===== src/assert_macros.svh =====
// Assertion macros shared by the line assembler modules.
`ifndef ASSERT_MACROS_SVH
`define ASSERT_MACROS_SVH

// Check that an expression holds at every clock edge outside reset.
`define ASSERT_ALWAYS(lbl, expr, msg) \
  lbl: assert property (@(posedge clk) disable iff (!rst_n) (expr)) \
    else $error(msg);

// Check that a condition implies a consequence in the same cycle.
`define ASSERT_IMPLIES(lbl, ante, cons, msg) \
  lbl: assert property (@(posedge clk) disable iff (!rst_n) (ante) |-> (cons)) \
    else $error(msg);

`endif


===== src/sla_pkg.sv =====
// Shared constants and types of the serial line assembler.
package sla_pkg;

  localparam int LINE_DEPTH = 64;
  localparam int IDX_W      = $clog2(LINE_DEPTH);
  localparam int RAM_DEPTH  = 2 * LINE_DEPTH;
  localparam int RAM_AW     = IDX_W + 1;
  localparam int BYTE_W     = 8;
  localparam int CFG_IDX_W  = 1;

  localparam logic [IDX_W-1:0] LAST_IDX = IDX_W'(LINE_DEPTH - 2);

  localparam logic [CFG_IDX_W-1:0] REG_ESCAPE = 1'b0;
  localparam logic [CFG_IDX_W-1:0] REG_ENTER  = 1'b1;

  localparam logic [BYTE_W-1:0] ESCAPE_RESET = 8'd27;
  localparam logic [BYTE_W-1:0] ENTER_RESET  = 8'd13;

  typedef struct packed {
    logic             bank;
    logic [IDX_W-1:0] len;
    logic             empty;
  } cmd_t;

  typedef struct packed {
    logic              valid;
    logic              bank;
  } bank_rel_t;

  typedef struct packed {
    logic [BYTE_W-1:0] line_byte;
    logic              last_byte;
    logic              empty_line;
  } result_t;

endpackage


===== src/sla_ram.sv =====
// Generic single-write, single-read RAM with registered read data.
module sla_ram #(
  parameter int WIDTH = 8,
  parameter int DEPTH = 128
) (
  input  logic                     clk,
  input  logic                     wr_en,
  input  logic [$clog2(DEPTH)-1:0] wr_addr,
  input  logic [WIDTH-1:0]         wr_data,
  input  logic                     rd_en,
  input  logic [$clog2(DEPTH)-1:0] rd_addr,
  output logic [WIDTH-1:0]         rd_data
);

  logic [WIDTH-1:0] mem [DEPTH];

  always_ff @(posedge clk) begin
    if (wr_en) begin
      mem[wr_addr] <= wr_data;
    end
    if (rd_en) begin
      rd_data <= mem[rd_addr];
    end
  end

endmodule


===== src/sla_front.sv =====
// Front end: configuration, byte classification, line store writes and line commands.
`include "assert_macros.svh"
module sla_front import sla_pkg::*; (
  input  logic                 clk,
  input  logic                 rst_n,
  input  logic                 cfg_wr_en,
  input  logic [CFG_IDX_W-1:0] cfg_index,
  input  logic [BYTE_W-1:0]    cfg_data,
  input  logic                 push,
  input  logic [BYTE_W-1:0]    rx_byte,
  output logic                 full,
  output logic                 ram_wr_en,
  output logic [RAM_AW-1:0]    ram_wr_addr,
  output logic [BYTE_W-1:0]    ram_wr_data,
  output logic                 cmd_push,
  output cmd_t                 cmd,
  input  logic                 cmd_full,
  input  bank_rel_t            rel
);

  logic [IDX_W-1:0]  idx_r, idx_nxt;
  logic              bank_r, bank_nxt;
  logic [1:0]        busy_r, busy_nxt;
  logic [BYTE_W-1:0] escape_r, escape_nxt;
  logic [BYTE_W-1:0] enter_r, enter_nxt;

  logic              accept;
  logic              is_esc;
  logic              is_ent;
  logic              at_end;
  logic [IDX_W-1:0]  idx_adv;
  logic [IDX_W-1:0]  line_len;

  always_comb begin
    full     = cmd_full | busy_r[bank_r];
    accept   = push & ~full;
    is_esc   = (rx_byte == escape_r);
    is_ent   = ~is_esc & (rx_byte == enter_r);
    at_end   = (idx_r == LAST_IDX);
    idx_adv  = at_end ? '0 : idx_r + IDX_W'(1);
    line_len = at_end ? '0 : idx_r;

    ram_wr_en   = accept;
    ram_wr_addr = {bank_r, idx_r};
    ram_wr_data = rx_byte;

    cmd_push = accept & is_ent;
    cmd      = '{bank: bank_r, len: line_len, empty: (line_len == '0)};

    idx_nxt  = idx_r;
    bank_nxt = bank_r;
    busy_nxt = busy_r;
    if (rel.valid) begin
      busy_nxt[rel.bank] = 1'b0;
    end
    if (accept) begin
      priority if (is_esc) begin
        idx_nxt = '0;
      end else if (is_ent) begin
        idx_nxt = '0;
        if (line_len != '0) begin
          busy_nxt[bank_r] = 1'b1;
          bank_nxt         = ~bank_r;
        end
      end else begin
        idx_nxt = idx_adv;
      end
    end

    escape_nxt = escape_r;
    enter_nxt  = enter_r;
    if (cfg_wr_en) begin
      unique case (cfg_index)
        REG_ESCAPE: escape_nxt = cfg_data;
        REG_ENTER:  enter_nxt  = cfg_data;
        default:    escape_nxt = escape_r;
      endcase
    end
  end

  always_ff @(posedge clk) begin
    if (!rst_n) begin
      idx_r    <= '0;
      bank_r   <= 1'b0;
      busy_r   <= '0;
      escape_r <= ESCAPE_RESET;
      enter_r  <= ENTER_RESET;
    end else begin
      idx_r    <= idx_nxt;
      bank_r   <= bank_nxt;
      busy_r   <= busy_nxt;
      escape_r <= escape_nxt;
      enter_r  <= enter_nxt;
    end
  end

  `ASSERT_ALWAYS(a_idx_range, idx_r <= LAST_IDX, "write index beyond line range")
  `ASSERT_IMPLIES(a_write_free_bank, ram_wr_en, !busy_r[bank_r], "write into busy bank")

endmodule


===== src/sla_cmdq.sv =====
// Two-entry command queue between front and back end.
`include "assert_macros.svh"
module sla_cmdq import sla_pkg::*; (
  input  logic clk,
  input  logic rst_n,
  input  logic push,
  input  cmd_t push_cmd,
  output logic full,
  input  logic pop,
  output logic empty,
  output cmd_t head
);

  cmd_t       q_r [2];
  logic       wp_r, wp_nxt;
  logic       rp_r, rp_nxt;
  logic [1:0] cnt_r, cnt_nxt;

  always_comb begin
    full    = (cnt_r == 2'd2);
    empty   = (cnt_r == 2'd0);
    head    = q_r[rp_r];
    wp_nxt  = push ? ~wp_r : wp_r;
    rp_nxt  = pop ? ~rp_r : rp_r;
    cnt_nxt = cnt_r + {1'b0, push} - {1'b0, pop};
  end

  always_ff @(posedge clk) begin
    if (!rst_n) begin
      wp_r  <= 1'b0;
      rp_r  <= 1'b0;
      cnt_r <= '0;
    end else begin
      wp_r  <= wp_nxt;
      rp_r  <= rp_nxt;
      cnt_r <= cnt_nxt;
    end
  end

  always_ff @(posedge clk) begin
    if (push) begin
      q_r[wp_r] <= push_cmd;
    end
  end

  `ASSERT_ALWAYS(a_cmdq_flow, !(push && full) && !(pop && empty), "command queue misuse")

endmodule


===== src/sla_back.sv =====
// Back end: line readout from the store into a two-entry result queue.
`include "assert_macros.svh"
module sla_back import sla_pkg::*; (
  input  logic              clk,
  input  logic              rst_n,
  input  logic              cmd_empty,
  input  cmd_t              cmd_head,
  output logic              cmd_pop,
  output logic              ram_rd_en,
  output logic [RAM_AW-1:0] ram_rd_addr,
  input  logic [BYTE_W-1:0] ram_rd_data,
  output bank_rel_t         rel,
  output logic              empty,
  input  logic              pop,
  output result_t           head
);

  typedef enum logic {ST_IDLE, ST_RUN} state_t;

  state_t           state_r, state_nxt;
  cmd_t             cmd_r, cmd_nxt;
  logic [IDX_W-1:0] k_r, k_nxt;
  logic             pend_r;
  logic             pend_last_r;
  result_t          of_r [2];
  logic             owp_r, owp_nxt;
  logic             orp_r, orp_nxt;
  logic [1:0]       ocnt_r, ocnt_nxt;

  logic             room;
  logic             is_last;
  logic             empty_push;
  logic             res_push;
  logic             res_pop;
  result_t          res_data;

  always_comb begin
    room        = ((ocnt_r + {1'b0, pend_r}) < 2'd2);
    is_last     = (k_r == cmd_r.len - IDX_W'(1));
    ram_rd_addr = {cmd_r.bank, k_r};
    ram_rd_en   = 1'b0;
    cmd_pop     = 1'b0;
    empty_push  = 1'b0;
    rel         = '0;
    state_nxt   = state_r;
    cmd_nxt     = cmd_r;
    k_nxt       = k_r;

    unique case (state_r)
      ST_IDLE: begin
        if (!cmd_empty) begin
          if (cmd_head.empty) begin
            if (!pend_r && ocnt_r != 2'd2) begin
              cmd_pop    = 1'b1;
              empty_push = 1'b1;
            end
          end else begin
            cmd_pop   = 1'b1;
            cmd_nxt   = cmd_head;
            k_nxt     = '0;
            state_nxt = ST_RUN;
          end
        end
      end
      ST_RUN: begin
        if (room) begin
          ram_rd_en = 1'b1;
          if (is_last) begin
            rel       = '{valid: 1'b1, bank: cmd_r.bank};
            state_nxt = ST_IDLE;
          end else begin
            k_nxt = k_r + IDX_W'(1);
          end
        end
      end
      default: state_nxt = ST_IDLE;
    endcase

    res_push = pend_r | empty_push;
    res_data = pend_r ? result_t'{line_byte: ram_rd_data, last_byte: pend_last_r,
                                  empty_line: 1'b0}
                      : result_t'{line_byte: '0, last_byte: 1'b1, empty_line: 1'b1};
    empty    = (ocnt_r == 2'd0);
    head     = of_r[orp_r];
    res_pop  = pop & ~empty;
    owp_nxt  = res_push ? ~owp_r : owp_r;
    orp_nxt  = res_pop ? ~orp_r : orp_r;
    ocnt_nxt = ocnt_r + {1'b0, res_push} - {1'b0, res_pop};
  end

  always_ff @(posedge clk) begin
    if (!rst_n) begin
      state_r <= ST_IDLE;
      pend_r  <= 1'b0;
      owp_r   <= 1'b0;
      orp_r   <= 1'b0;
      ocnt_r  <= '0;
    end else begin
      state_r <= state_nxt;
      pend_r  <= ram_rd_en;
      owp_r   <= owp_nxt;
      orp_r   <= orp_nxt;
      ocnt_r  <= ocnt_nxt;
    end
  end

  always_ff @(posedge clk) begin
    cmd_r       <= cmd_nxt;
    k_r         <= k_nxt;
    pend_last_r <= is_last;
    if (res_push) begin
      of_r[owp_r] <= res_data;
    end
  end

  `ASSERT_IMPLIES(a_k_in_line, state_r == ST_RUN, k_r < cmd_r.len, "read index past line")
  `ASSERT_ALWAYS(a_res_no_ovf, !(res_push && !res_pop && ocnt_r == 2'd2), "result overflow")

endmodule


===== src/serial_line_assembler.sv =====
// Top level of the serial line assembler.
// Received bytes enter at one per cycle while full is low and are written into a
// line store of two banks of LINE_DEPTH entries; escape drops the line, enter
// queues it for readout. The readout issues a store read only while the registered
// read of the store and the two-entry result queue leave room for its data, so new
// reads can start while earlier bytes still wait in the queue; an empty line passes
// through the command and result queues and offers a single result flagged empty_line.
// One line can fill while the previous one drains; full rises when both banks hold
// lines not yet read out or two line commands are waiting.
// Configuration writes take effect at the next edge and are meant for idle time.
module serial_line_assembler import sla_pkg::*; (
  input  logic                 clk,
  input  logic                 rst_n,
  input  logic                 cfg_wr_en,
  input  logic [CFG_IDX_W-1:0] cfg_index,
  input  logic [BYTE_W-1:0]    cfg_data,
  input  logic                 push,
  output logic                 full,
  input  logic [BYTE_W-1:0]    in_rx_byte,
  output logic                 empty,
  input  logic                 pop,
  output logic [BYTE_W-1:0]    out_line_byte,
  output logic                 out_last_byte,
  output logic                 out_empty_line
);

  logic              ram_wr_en;
  logic [RAM_AW-1:0] ram_wr_addr;
  logic [BYTE_W-1:0] ram_wr_data;
  logic              ram_rd_en;
  logic [RAM_AW-1:0] ram_rd_addr;
  logic [BYTE_W-1:0] ram_rd_data;
  logic              cmd_push;
  cmd_t              cmd_in;
  logic              cmd_full;
  logic              cmd_pop;
  logic              cmd_empty;
  cmd_t              cmd_head;
  bank_rel_t         rel;
  result_t           res;

  sla_front u_front (
    .clk        (clk),
    .rst_n      (rst_n),
    .cfg_wr_en  (cfg_wr_en),
    .cfg_index  (cfg_index),
    .cfg_data   (cfg_data),
    .push       (push),
    .rx_byte    (in_rx_byte),
    .full       (full),
    .ram_wr_en  (ram_wr_en),
    .ram_wr_addr(ram_wr_addr),
    .ram_wr_data(ram_wr_data),
    .cmd_push   (cmd_push),
    .cmd        (cmd_in),
    .cmd_full   (cmd_full),
    .rel        (rel)
  );

  sla_ram #(.WIDTH(BYTE_W), .DEPTH(RAM_DEPTH)) u_store (
    .clk    (clk),
    .wr_en  (ram_wr_en),
    .wr_addr(ram_wr_addr),
    .wr_data(ram_wr_data),
    .rd_en  (ram_rd_en),
    .rd_addr(ram_rd_addr),
    .rd_data(ram_rd_data)
  );

  sla_cmdq u_cmdq (
    .clk     (clk),
    .rst_n   (rst_n),
    .push    (cmd_push),
    .push_cmd(cmd_in),
    .full    (cmd_full),
    .pop     (cmd_pop),
    .empty   (cmd_empty),
    .head    (cmd_head)
  );

  sla_back u_back (
    .clk        (clk),
    .rst_n      (rst_n),
    .cmd_empty  (cmd_empty),
    .cmd_head   (cmd_head),
    .cmd_pop    (cmd_pop),
    .ram_rd_en  (ram_rd_en),
    .ram_rd_addr(ram_rd_addr),
    .ram_rd_data(ram_rd_data),
    .rel        (rel),
    .empty      (empty),
    .pop        (pop),
    .head       (res)
  );

  assign out_line_byte  = res.line_byte;
  assign out_last_byte  = res.last_byte;
  assign out_empty_line = res.empty_line;

endmodule

===== config.mk =====
export PLATFORM = sky130hd
export DESIGN_NAME = serial_line_assembler
export DESIGN_NICKNAME = d
export VERILOG_FILES = /design/src/sla_pkg.sv /design/src/sla_ram.sv /design/src/sla_front.sv /design/src/sla_cmdq.sv /design/src/sla_back.sv /design/src/serial_line_assembler.sv
export VERILOG_INCLUDE_DIRS = /design/src /design/src/src
export SDC_FILE = /design/constraint.sdc
export NUM_CORES = 1
export LEC_CHECK = 0
export BUFFER_PORTS_ARGS = -buffer_cell sky130_fd_sc_hd__buf_2
export CAP_MARGIN = 20
export CORE_UTILIZATION = 60
export CTS_CLUSTER_SIZE = 30
export DETAILED_ROUTE_END_ITERATION = 8
export HOLD_SLACK_MARGIN = 0.12
export PLACE_DENSITY = 0.76
export SYNTH_ARGS = -nofsm -noshare
export SYNTH_HDL_FRONTEND = slang
export SYNTH_HIERARCHICAL = 1
export SYNTH_SLANG_ARGS = --single-unit
export TNS_END_PERCENT = 10

===== constraint.sdc =====
create_clock -name clk -period 5.7 [get_ports clk]
set_input_delay 1.14 -clock clk [delete_from_list [all_inputs] [get_ports clk]]
set_output_delay 1.14 -clock clk [all_outputs]
set_load 0.01 [all_outputs]

[Word level (Yosys, flattened, before mapping)]
Memory sizes are Yosys's and may differ from the RTL's. A register that Yosys moved wholly into a read port is not among the register bits.
Index checks and enable logic that the tools add are counted.
Word-level totals
  bits in writable memories: 1060
  bits in read-only memories: 0
  register bits: 49
  latch bits: 0
  memories kept: 3
  bits of input ports: 22
Cells by class
  add/sub/neg operators: 8
  divide/modulo/power cells: 0
  equal/unequal tests: 10
  order comparisons: 5
  muxes and demuxes: 48
  shift-type cells: 0
  reductions and logical operators: 13
  multipliers: 0
  bitwise gates (word level): 21
Memories
  u_store.mem: depth 128, width 8, rd ports 1, clocked after memory_dff 1, wr ports 1, RTL line sla_ram.sv:15  | logic [WIDTH-1:0] mem [DEPTH];
  u_back.of_r: depth 2, width 10, rd ports 1, clocked after memory_dff 1, wr ports 1, RTL line sla_back.sv:25  | result_t of_r [2];
  u_cmdq.q_r: depth 2, width 8, rd ports 1, clocked after memory_dff 1, wr ports 1, RTL line sla_cmdq.sv:14  | cmd_t q_r [2];
Operators with widths (number)
  $mux W6: 8
  $mux W1: 27
  $eq A8 B8 Y1: 2
  $mux W2: 8
  $add A6 B1 Y6 const B: 2
  $not A1 Y1: 12
  $pmux W6 S2: 1
  $mux W10: 1
  $ne A2 B2 Y1 const B: 5
  $reduce_and A4 Y1: 2
  $add A2 B1 Y2: 3
  $eq A6 B6 Y1: 1
  $eq A6 B6 Y1 const B: 1
  $logic_not A6 Y1: 1
  $reduce_bool A6 Y1: 1
  $sub A6 B1 Y6 const B: 1
  $and A1 B1 Y1: 4
  $logic_not A2 Y1: 2
  $lt A1 B2 Y1 const B: 2
  $reduce_and A2 Y1: 2
  $sub A2 B1 Y2: 2
  $logic_and A1 B1 Y1: 3
  $reduce_and A3 Y1: 1
  $and A2 B2 Y2: 1
  other kinds (9): 12

[Logic depth before layout (Yosys ltp)]
Gate-level depths: netlist of run 1.
  depth after elaboration: 17
  gate-level depth with buffers: 10
  gate-level depth less buffers: 10

[Cells and area by module]
The synthesis of run 1 kept the hierarchy.
By module, submodules not included
  sla_ram: cells each 1635, instances 1, area an instance 39745.6 um^2
  sla_back: cells each 134, instances 1, area an instance 1821.7 um^2
  sla_front: cells each 169, instances 1, area an instance 1385.1 um^2
  sla_cmdq: cells each 46, instances 1, area an instance 800.8 um^2

[Least setup slack after synthesis of run 1]
OpenSTA, ideal clock, no wires.
  kind: input to register
  from: input port push
  to: memory u_store.mem[30][0] (enable)
  data required time: 5330 ps
  setup slack: 2407 ps
  library setup time: 370 ps
  data arrival time: 2923 ps
  stages: 8
  cell sequence: inv_1 a2111o_1 inv_1 clkbuf_1 nor2b_1 nand3_1 clkbuf_1 nor2_1
Between the ends
  longest elaborated chain between the ends: 3
Ends and longest elaborated chain
  start, declared: RTL line serial_line_assembler.sv:17  | input logic push,
  $and A1 B1 Y1: RTL line sla_front.sv:36  | accept = push & ~full;
  net ram_wr_en: RTL line serial_line_assembler.sv:27  | logic ram_wr_en;
  $mux W1: RTL line sla_ram.sv:18  | if (wr_en) begin
  $mux W1 (implied by the code): RTL line sla_ram.sv:19  | mem[wr_addr] <= wr_data;
  end, declared: RTL line sla_ram.sv:15
The timed path passes the listed nets, and every way through them passes these cells.

==> results.txt, run 1 <==
The flow ran to the end, and the final reports show no timing, DRC or antenna violations. The top-level I/O count is 34. The leakage power figure came out at 15.1 nW. The later pin in the worst-skew pair is clocked with a latency of 0.66 ns. The antenna violation net count after detailed routing came out at 0. The sort of element at the end of the critical path is a register.

The effective utilization at floorplan came out at 60.9%. Averaged over all synthesized cells, the footprint is 22.1 sq um. The leading cell type in the layout, fill and taps excluded is sky130_fd_sc_hd__edfxtp_1. The overall fraction of global-route tracks in use came out at 27.3%. After filler insertion, the fill cell instance count of the layout stands at 4,231. The power consumption is 20.8 mW. The final layout net count is 2,092.

The setup violation total in the final timing report came out at 0. The floorplan step set the die width to 272 um. The number of global-route vias before repair came to 20,916. The die covers 74,000 sq um. The count of buffers from port buffering is 33. The predominant post-synthesis flop cell is sky130_fd_sc_hd__edfxtp_1. The root buffer selected by CTS is sky130_fd_sc_hd__clkbuf_16.

The number of max-slew violations in the final report is 0. The antenna diode count is 0. The clock arrives with 0.0152 ns of skew. Sequential cells were found to cover 75.9% of the synthesized design area. The worst ir drop on vdd is 340 uV. At the worst endpoint, the required time is 6.09 ns.

The synthesis-stage register bit count is 1,119. The first global-routing pass estimated 144,000 um of wire. The number of gates given a new drive strength after cts came out at 0. Once placement completed, the tool counted placed cells totaling 2,904.

The sum of net half-perimeters after detailed placement came out at 56,600 um. The H-tree depth reported by CTS came out at 3. The max-cap violation count is 0. The biggest area contributor in the post-synthesis netlist is sky130_fd_sc_hd__edfxtp_1.

The power per standard cell area came out at 428 nW/um^2. The die height is 272 um. The path class of the tightest hold or removal check is reg -> reg. Yosys mapped a number of flops with a built-in enable equal to 1,081. The core area is 71,900 sq um. The sum of negative setup slack came out at 0 ns. The detailed-route via count came out at 20,824.

The total number of yosys warnings came out at 6. The final worst-path cycle share came out at 67.9%. The highest clock rate is 0.258 GHz.

The cell area after synthesis is 43,800 sq um. The total setup buffers inserted after CTS came out at 0. The number of instances in the synthesized netlist is 1,984. The number of rows in the core area is 98. For this run the aggregate overflow at the end of global routing stands at 0. The wire length after detailed routing came out at 98,500 um. The highest net fanout along the worst path is 57. Setup repair after global routing left no endpoint under its margin. The first-pass iteration count of the detailed router is 6. For this run, design rule violations remaining after detail routing come to 0. The clock transition at the register clock pins on the worst setup and hold paths after CTS came out at 0.07 ns. OpenSTA, run right after detailed placement, puts the worst setup slack at 1.29 ns. The pin count of the biggest net entering global routing came out at 115. The number of different library cells in the post-synthesis netlist is 45. Summed over its instances, the top area cell type makes up 74.2% of the synthesized netlist area. The remaining max-slew budget at the tightest pin is 27.0%. Final hold analysis gives a worst-case slack of 0.487 ns. The total number of clock tree sinks is 1,119. The critical path start-end classification is reg -> reg. The total count of hold-check failures in the final report is 0. The post-layout worst setup margin is 1.83 ns. The number of cells in the finished layout apart from fillers is 3,098.

TritonCTS built the clock tree. The initial antenna violation count was 5. The cell depth of the worst flop-to-flop path came out at 5.

The kind of launch point of the worst setup path is a register. The number of clock buffers inserted by TritonCTS is 103. The fraction of registers with async set or reset after synthesis came out at 0%. The detailed router finished its first iteration with 2,759 violations. The number of hold buffers added after CTS came out at 0. From synthesis to final layout, the design area changed by 11.2%. The fraction of final layout cells with drive strength greater than 1 came out at 28.6%. The final RePlAce weighted congestion is 0.858.

The transition time at the pin with the least slew margin came out at 1.09 ns. The number of vias per cell is 6.72. The total nets after synthesis came out at 2,014. The maximum clock insertion buffer count is 3. Counting instances, the worst hold path has a depth of 2.

The wire length per cell after detailed routing came out at 31.8 um. The shortest clock period the worst path allows after layout came out at 3.87 ns. The critical path arrival came out at 4.26 ns. Leaving out fill and tap cells, the most frequent cells in the layout are sky130_fd_sc_hd__edfxtp_1 (1,081), sky130_fd_sc_hd__mux4_2 (336), sky130_fd_sc_hd__nor2_1 (130), sky130_fd_sc_hd__clkbuf_16 (105), sky130_fd_sc_hd__nand2_1 (56). Ranked by total cell area, the synthesized netlist is headed by sky130_fd_sc_hd__edfxtp_1 (74%), sky130_fd_sc_hd__mux4_2 (17%), sky130_fd_sc_hd__dfxtp_1 (1.7%), sky130_fd_sc_hd__nor2_1 (1.1%), sky130_fd_sc_hd__mux2_2 (0.67%).
synth_stat cells (all sizes together), types with 9 or more instances:
master / number
mux2: 26
mux4: 336
xnor2: 24
nand2b: 9
nor3: 11
nand2: 56
xor2: 9
inv: 13
nor2b: 20
a21boi: 10
nor2: 130
clkbuf: 52
nand3: 29
buf: 57
dfxtp: 38
and2: 25
nand4: 9
edfxtp: 1081
kinds of logic after synthesis:
kind of cell | synth area share (%)
flops | 75.9
mux | 18.0
simple gates | 3.17
buf+inv | 1.30
compound gates | 0.646
xor+xnor | 0.712
fa+ha+maj | 0.229
worst max-delay path, cell delays in order, from the launching register on:
cell and delay (ns):
sky130_fd_sc_hd__edfxtp_1 0.98, sky130_fd_sc_hd__buf_12 0.46, sky130_fd_sc_hd__mux4_2 0.60, sky130_fd_sc_hd__mux4_2 0.57
sky130_fd_sc_hd__mux4_2 0.59, sky130_fd_sc_hd__mux2_2 0.34
final timing paths:
path / from / to / slack, ns
max: u_back/k_r[0]$_SDFFCE_PN0P_ / u_store/rd_data[0]$_DFFE_PP_ / 1.83
min: u_front/enter_r[7]$_SDFFE_PN0P_ / u_front/enter_r[7]$_SDFFE_PN0P_ / 0.49
max reg2reg: u_back/k_r[0]$_SDFFCE_PN0P_ / u_store/rd_data[0]$_DFFE_PP_ / 1.83
min reg2reg: u_front/enter_r[7]$_SDFFE_PN0P_ / u_front/enter_r[7]$_SDFFE_PN0P_ / 0.49
registers in the layout (all words and copies together), names as in the netlist, 2 cells and up, named ones only:
signal / cells
u_back/cmd_r: 6
u_store/mem: 1024
u_store/rd_data: 8
u_front/escape_r: 8
u_back/k_r: 6
u_front/idx_r: 6
u_cmdq/q_r: 16
u_cmdq/cnt_r: 2
u_front/busy_r: 2
u_back/ocnt_r: 2
u_back/of_r: 20
u_front/enter_r: 8
layout make-up:
cell class	instances	area [sq um]	area share, %
Sequential cell	1119	33200	68.3
Multi-Input combinational cell	743	9960	20.5
Clock buffer	123	2760	5.66
Tap cell	950	1190	2.44
Clock inverter	68	857	1.76
Timing Repair Buffer	82	618	1.27
Inverter	13	48.8	0.100
metal layers:
| metal | part of all wire (%) | global-route usage, % |
|---|---|---|
| met1 | 37 | 37.4 |
| met2 | 50 | 43.9 |
| met3 | 10 | 6.47 |
| met4 | 3.3 | 9.42 |
| met5 | 0.046 | 0 |
power breakdown:
part / total [mW] / switching, mW / internal [mW]
registers: 9.33 / 0.134 / 9.19
clock network: 7.25 / 2.98 / 4.28
logic: 4.25 / 2.24 / 2.02
through the flow:
step | instance area, sq um | utilization (%)
2_1_floorplan | 43800 | -
6_report | 48700 | 67.7
5_1_grt | 48700 | 67.7
3_5_place_dp | 45000 | 62.6
4_1_cts | 48600 | 67.7
3_3_place_gp | 45000 | 62.6
Note: power is estimated with default switching activity, not from simulation.
==> run 2: changes to the inputs <==
Settings changed: CORE_UTILIZATION 60 to 57.
Clock period 5.7 ns to 3.1 ns, I/O delays scaled along.
==> results.txt, run 2 (synthesis gave the netlist of run 1 again) <==
Result of the run: finished, violations left (was finished clean). The final reports fail on negative setup slack. The aggregate global routing overflow was 0 (unchanged). The combinational share of power was 22.4% (was 20.4%). The sort of element at the end of the critical path is a register (unchanged). The pin count of the biggest net entering global routing came out at 93 (was 115). The clock network fraction of design power came out at 33.3% (was 34.8%).

The wire length per cell after detailed routing is 31.1 um (was 31.8 um). The fraction of final layout cells with drive strength greater than 1 was 33.9% (was 28.6%). The antenna violation net count after detailed routing is 0 (unchanged). The number of vias per cell was 6.50 (was 6.72).

The power consumption is 38.7 mW (was 20.8 mW). The leakage power figure is 16.3 nW (was 15.1 nW). The count of buffers from port buffering came to 33 (unchanged). The number of flip-flops under the largest register name came out at 1,024 (unchanged). The shortest clock period the worst path allows after layout came out at 3.19 ns (was 3.87 ns).

The final worst clock skew is 0.0355 ns (was 0.0152 ns). The root buffer selected by CTS is sky130_fd_sc_hd__clkbuf_16 (unchanged). Most used cells in the layout excluding fill and tap cells: sky130_fd_sc_hd__edfxtp_1 (1,081), sky130_fd_sc_hd__mux4_2 (336), sky130_fd_sc_hd__buf_4 (213), sky130_fd_sc_hd__nor2_1 (130), sky130_fd_sc_hd__clkbuf_16 (110) (was sky130_fd_sc_hd__edfxtp_1 (1,081), sky130_fd_sc_hd__mux4_2 (336), sky130_fd_sc_hd__nor2_1 (130), sky130_fd_sc_hd__clkbuf_16 (105), sky130_fd_sc_hd__nand2_1 (56)).

The detailed-route via count came out at 21,941 (was 20,824). The utilization after layout is 66.5% (was 67.7%). The power per standard cell area came out at 766 nW/um^2 (was 428 nW/um^2).

The number of rows in the core area came out at 101 (was 98). The final worst-path cycle share was 103% (was 67.9%). The sum of net half-perimeters after detailed placement came out at 60,800 um (was 56,600 um). The first-pass iteration count of the detailed router is 6 (unchanged). The top-level I/O count is 34 (unchanged). Regs by FF count: u_store/mem: 1024 flops, u_back/of_r: 20 flops, u_cmdq/q_r: 16 flops (unchanged). The switching power of the nets was 10.1 mW (was 5.35 mW). The number of DRC markers after the initial detailed-route iteration is 2,938 (was 2,759). The layout filler cell count is 4,520 (was 4,231). The final RePlAce weighted congestion came out at 0.852 (was 0.858). The proportion of total power due to net switching is 26.2% (was 25.7%). The critical path start-end classification was reg -> reg (unchanged). The number of DRC violations after detailed routing is 0 (unchanged).

The overall fraction of global-route tracks in use came out at 27.3% (about the same). The H-tree depth reported by CTS is 3 (unchanged). The sequential power share is 44.3% (was 44.8%).

The internal power component is 28.5 mW (was 15.5 mW). The die outline width came out at 279 um (was 272 um). The remaining max-slew budget at the tightest pin is 27.3% (was 27.0%).

The effective utilization at floorplan came out at 57.6% (was 60.9%). The sum of negative setup slack came out at -0.465 ns (was 0 ns). The wire length of the first global-routing pass came to 152,000 um (was 144,000 um). The type of the tightest min-delay check is in -> reg (was reg -> reg). The post-layout worst setup margin was -0.0891 ns (was 1.83 ns). The number of global-route vias before repair is 22,124 (was 20,916).

The max-cap violation count is 0 (unchanged). The later-pin clock latency in the skew report is 0.69 ns (was 0.66 ns). The kind of cell with the highest combined delay on the critical path is multiplexers (unchanged). The clock transition at the register clock pins on the worst setup and hold paths after CTS is 0.07 ns (about the same). The worst ir drop on vdd is 514 uV (was 340 uV).

The final instance area is 50,500 sq um (was 48,700 sq um). The maximum clock insertion buffer count came to 3 (unchanged). The setup violation total in the final timing report is 8 (was 0). The clock tree from TritonCTS was built (unchanged). The die area is 77,900 sq um (was 74,000 sq um). The total count of hold-check failures in the final report came out at 0 (unchanged). The kind of launch point of the worst setup path was a register (unchanged). The required time of the critical path came out at 3.51 ns (was 6.09 ns).

The core area came out at 75,900 sq um (was 71,900 sq um). The initial antenna violation count is 1 (was 5). The die height came out at 279 um (was 272 um). The number of hold buffers added after CTS came out at 0 (unchanged). The register with the most flip-flops is u_store/mem (unchanged). The number of clock buffers inserted by TritonCTS came out at 106 (was 103). The total buffers and inverters traversed by the critical path was 4 (was 1). The highest clock rate came out at 0.314 GHz (was 0.258 GHz). RSZ-0062 raised after global routing: yes (was no). The total number of clock tree sinks came out at 1,119 (unchanged).

The highest cell delay on the worst timing path came to 0.56 ns (was 0.98 ns). The area added between synthesis and finish was 15.4% (was 11.2%). The transition time at the pin with the least slew margin is 1.09 ns (about the same).

The number of max-slew violations in the final report came to 0 (unchanged). Cell-by-cell trace of the critical path: buf_12 -> buf_12 -> buf_6 -> buf_12 -> mux4_2 -> mux4_2 -> mux4_2 -> mux2_4 (was buf_12 -> mux4_2 -> mux4_2 -> mux4_2 -> mux2_2). The placement-stage cell area is 46,700 sq um (was 45,000 sq um).

The final layout net count is 2,287 (was 2,092). The wire length after detailed routing came to 105,000 um (was 98,500 um). The leading cell type in the layout, fill and taps excluded is sky130_fd_sc_hd__edfxtp_1 (unchanged). The highest net fanout along the worst path was 7 (was 57). The critical path arrival was 3.60 ns (was 4.26 ns). The slowest stage cell on the critical path is sky130_fd_sc_hd__mux4_2 (was sky130_fd_sc_hd__edfxtp_1).
## run 2: repair_timing
action / 4_1_cts / 5_1_grt
gates resized for setup: 14 / 2
setup endpoints to repair: 8 / 8
gates cloned: 4 / 3
setup buffers: 10 / 3
## run 2: final cells by class
class	count	area, sq um	area share, %
clock buffers	128	2770	5.48
diodes	1	2.50	0.00496
flip-flops and latches	1119	33200	65.8
multi-input cells	743	9980	19.8
clock inverters	65	666	1.32
repair buffers	274	2510	4.98
inverters	13	48.8	0.0967
well taps	1030	1290	2.55
## run 2: per-stage QoR
stage	hold slack [ns]	setup WS (ns)	std cells
3_5_place_dp	0.475	-0.0505	3159
3_3_place_gp	0.449	-0.0618	3159
4_1_cts	0.149	-0.0546	3366
2_1_floorplan	0.436	0.0405	1984
5_1_grt	0.191	-0.0904	3372
6_report	0.179	-0.0891	3373
## run 2: routing by layer
metal / routed length [um] / share of wire, % / global-route usage (%) / vias to the layer above
met5: 0 / 0 / 0 / -
met4: 3350 / 3.2 / 8.83 / 0
met3: 11700 / 11 / 5.19 / 205
met2: 51000 / 49 / 43.6 / 1503
met1: 38700 / 37 / 38.7 / 11446
li1: - / - / - / 8787
## run 2: power groups by stage
stage               Combinational (mW)  Clock, mW  Sequential, mW
floorplan                         5.45          0            17.3
global placement                  7.94          0            17.4
detailed placement                8.09          0            17.4
CTS                               8.51       13.0            17.1
global route                      9.01       13.5            17.1
finish                            8.67       12.9            17.1
## run 2: worst paths after layout
path / to / startpoint / cells after the start / slack (ns)
worst min-delay path: u_front/enter_r[2]$_SDFFE_PN1P_ / cfg_data[2] / 3 / 0.18
worst max-delay path: u_store/rd_data[0]$_DFFE_PP_ / u_back/k_r[0]$_SDFFCE_PN0P_ / 8 / -0.09
worst min register to register: u_front/enter_r[3]$_SDFFE_PN1P_ / u_front/enter_r[3]$_SDFFE_PN1P_ / 2 / 0.49
worst max register to register: u_store/rd_data[0]$_DFFE_PP_ / u_back/k_r[0]$_SDFFCE_PN0P_ / 8 / -0.09
## run 2: worst reg2reg max path, delay by kind of cell (launching register included)
family / cells / cell delay [ns]
buffers and inverters: 4 / 0.59
muxes: 4 / 1.92
DFF: 1 / 0.43
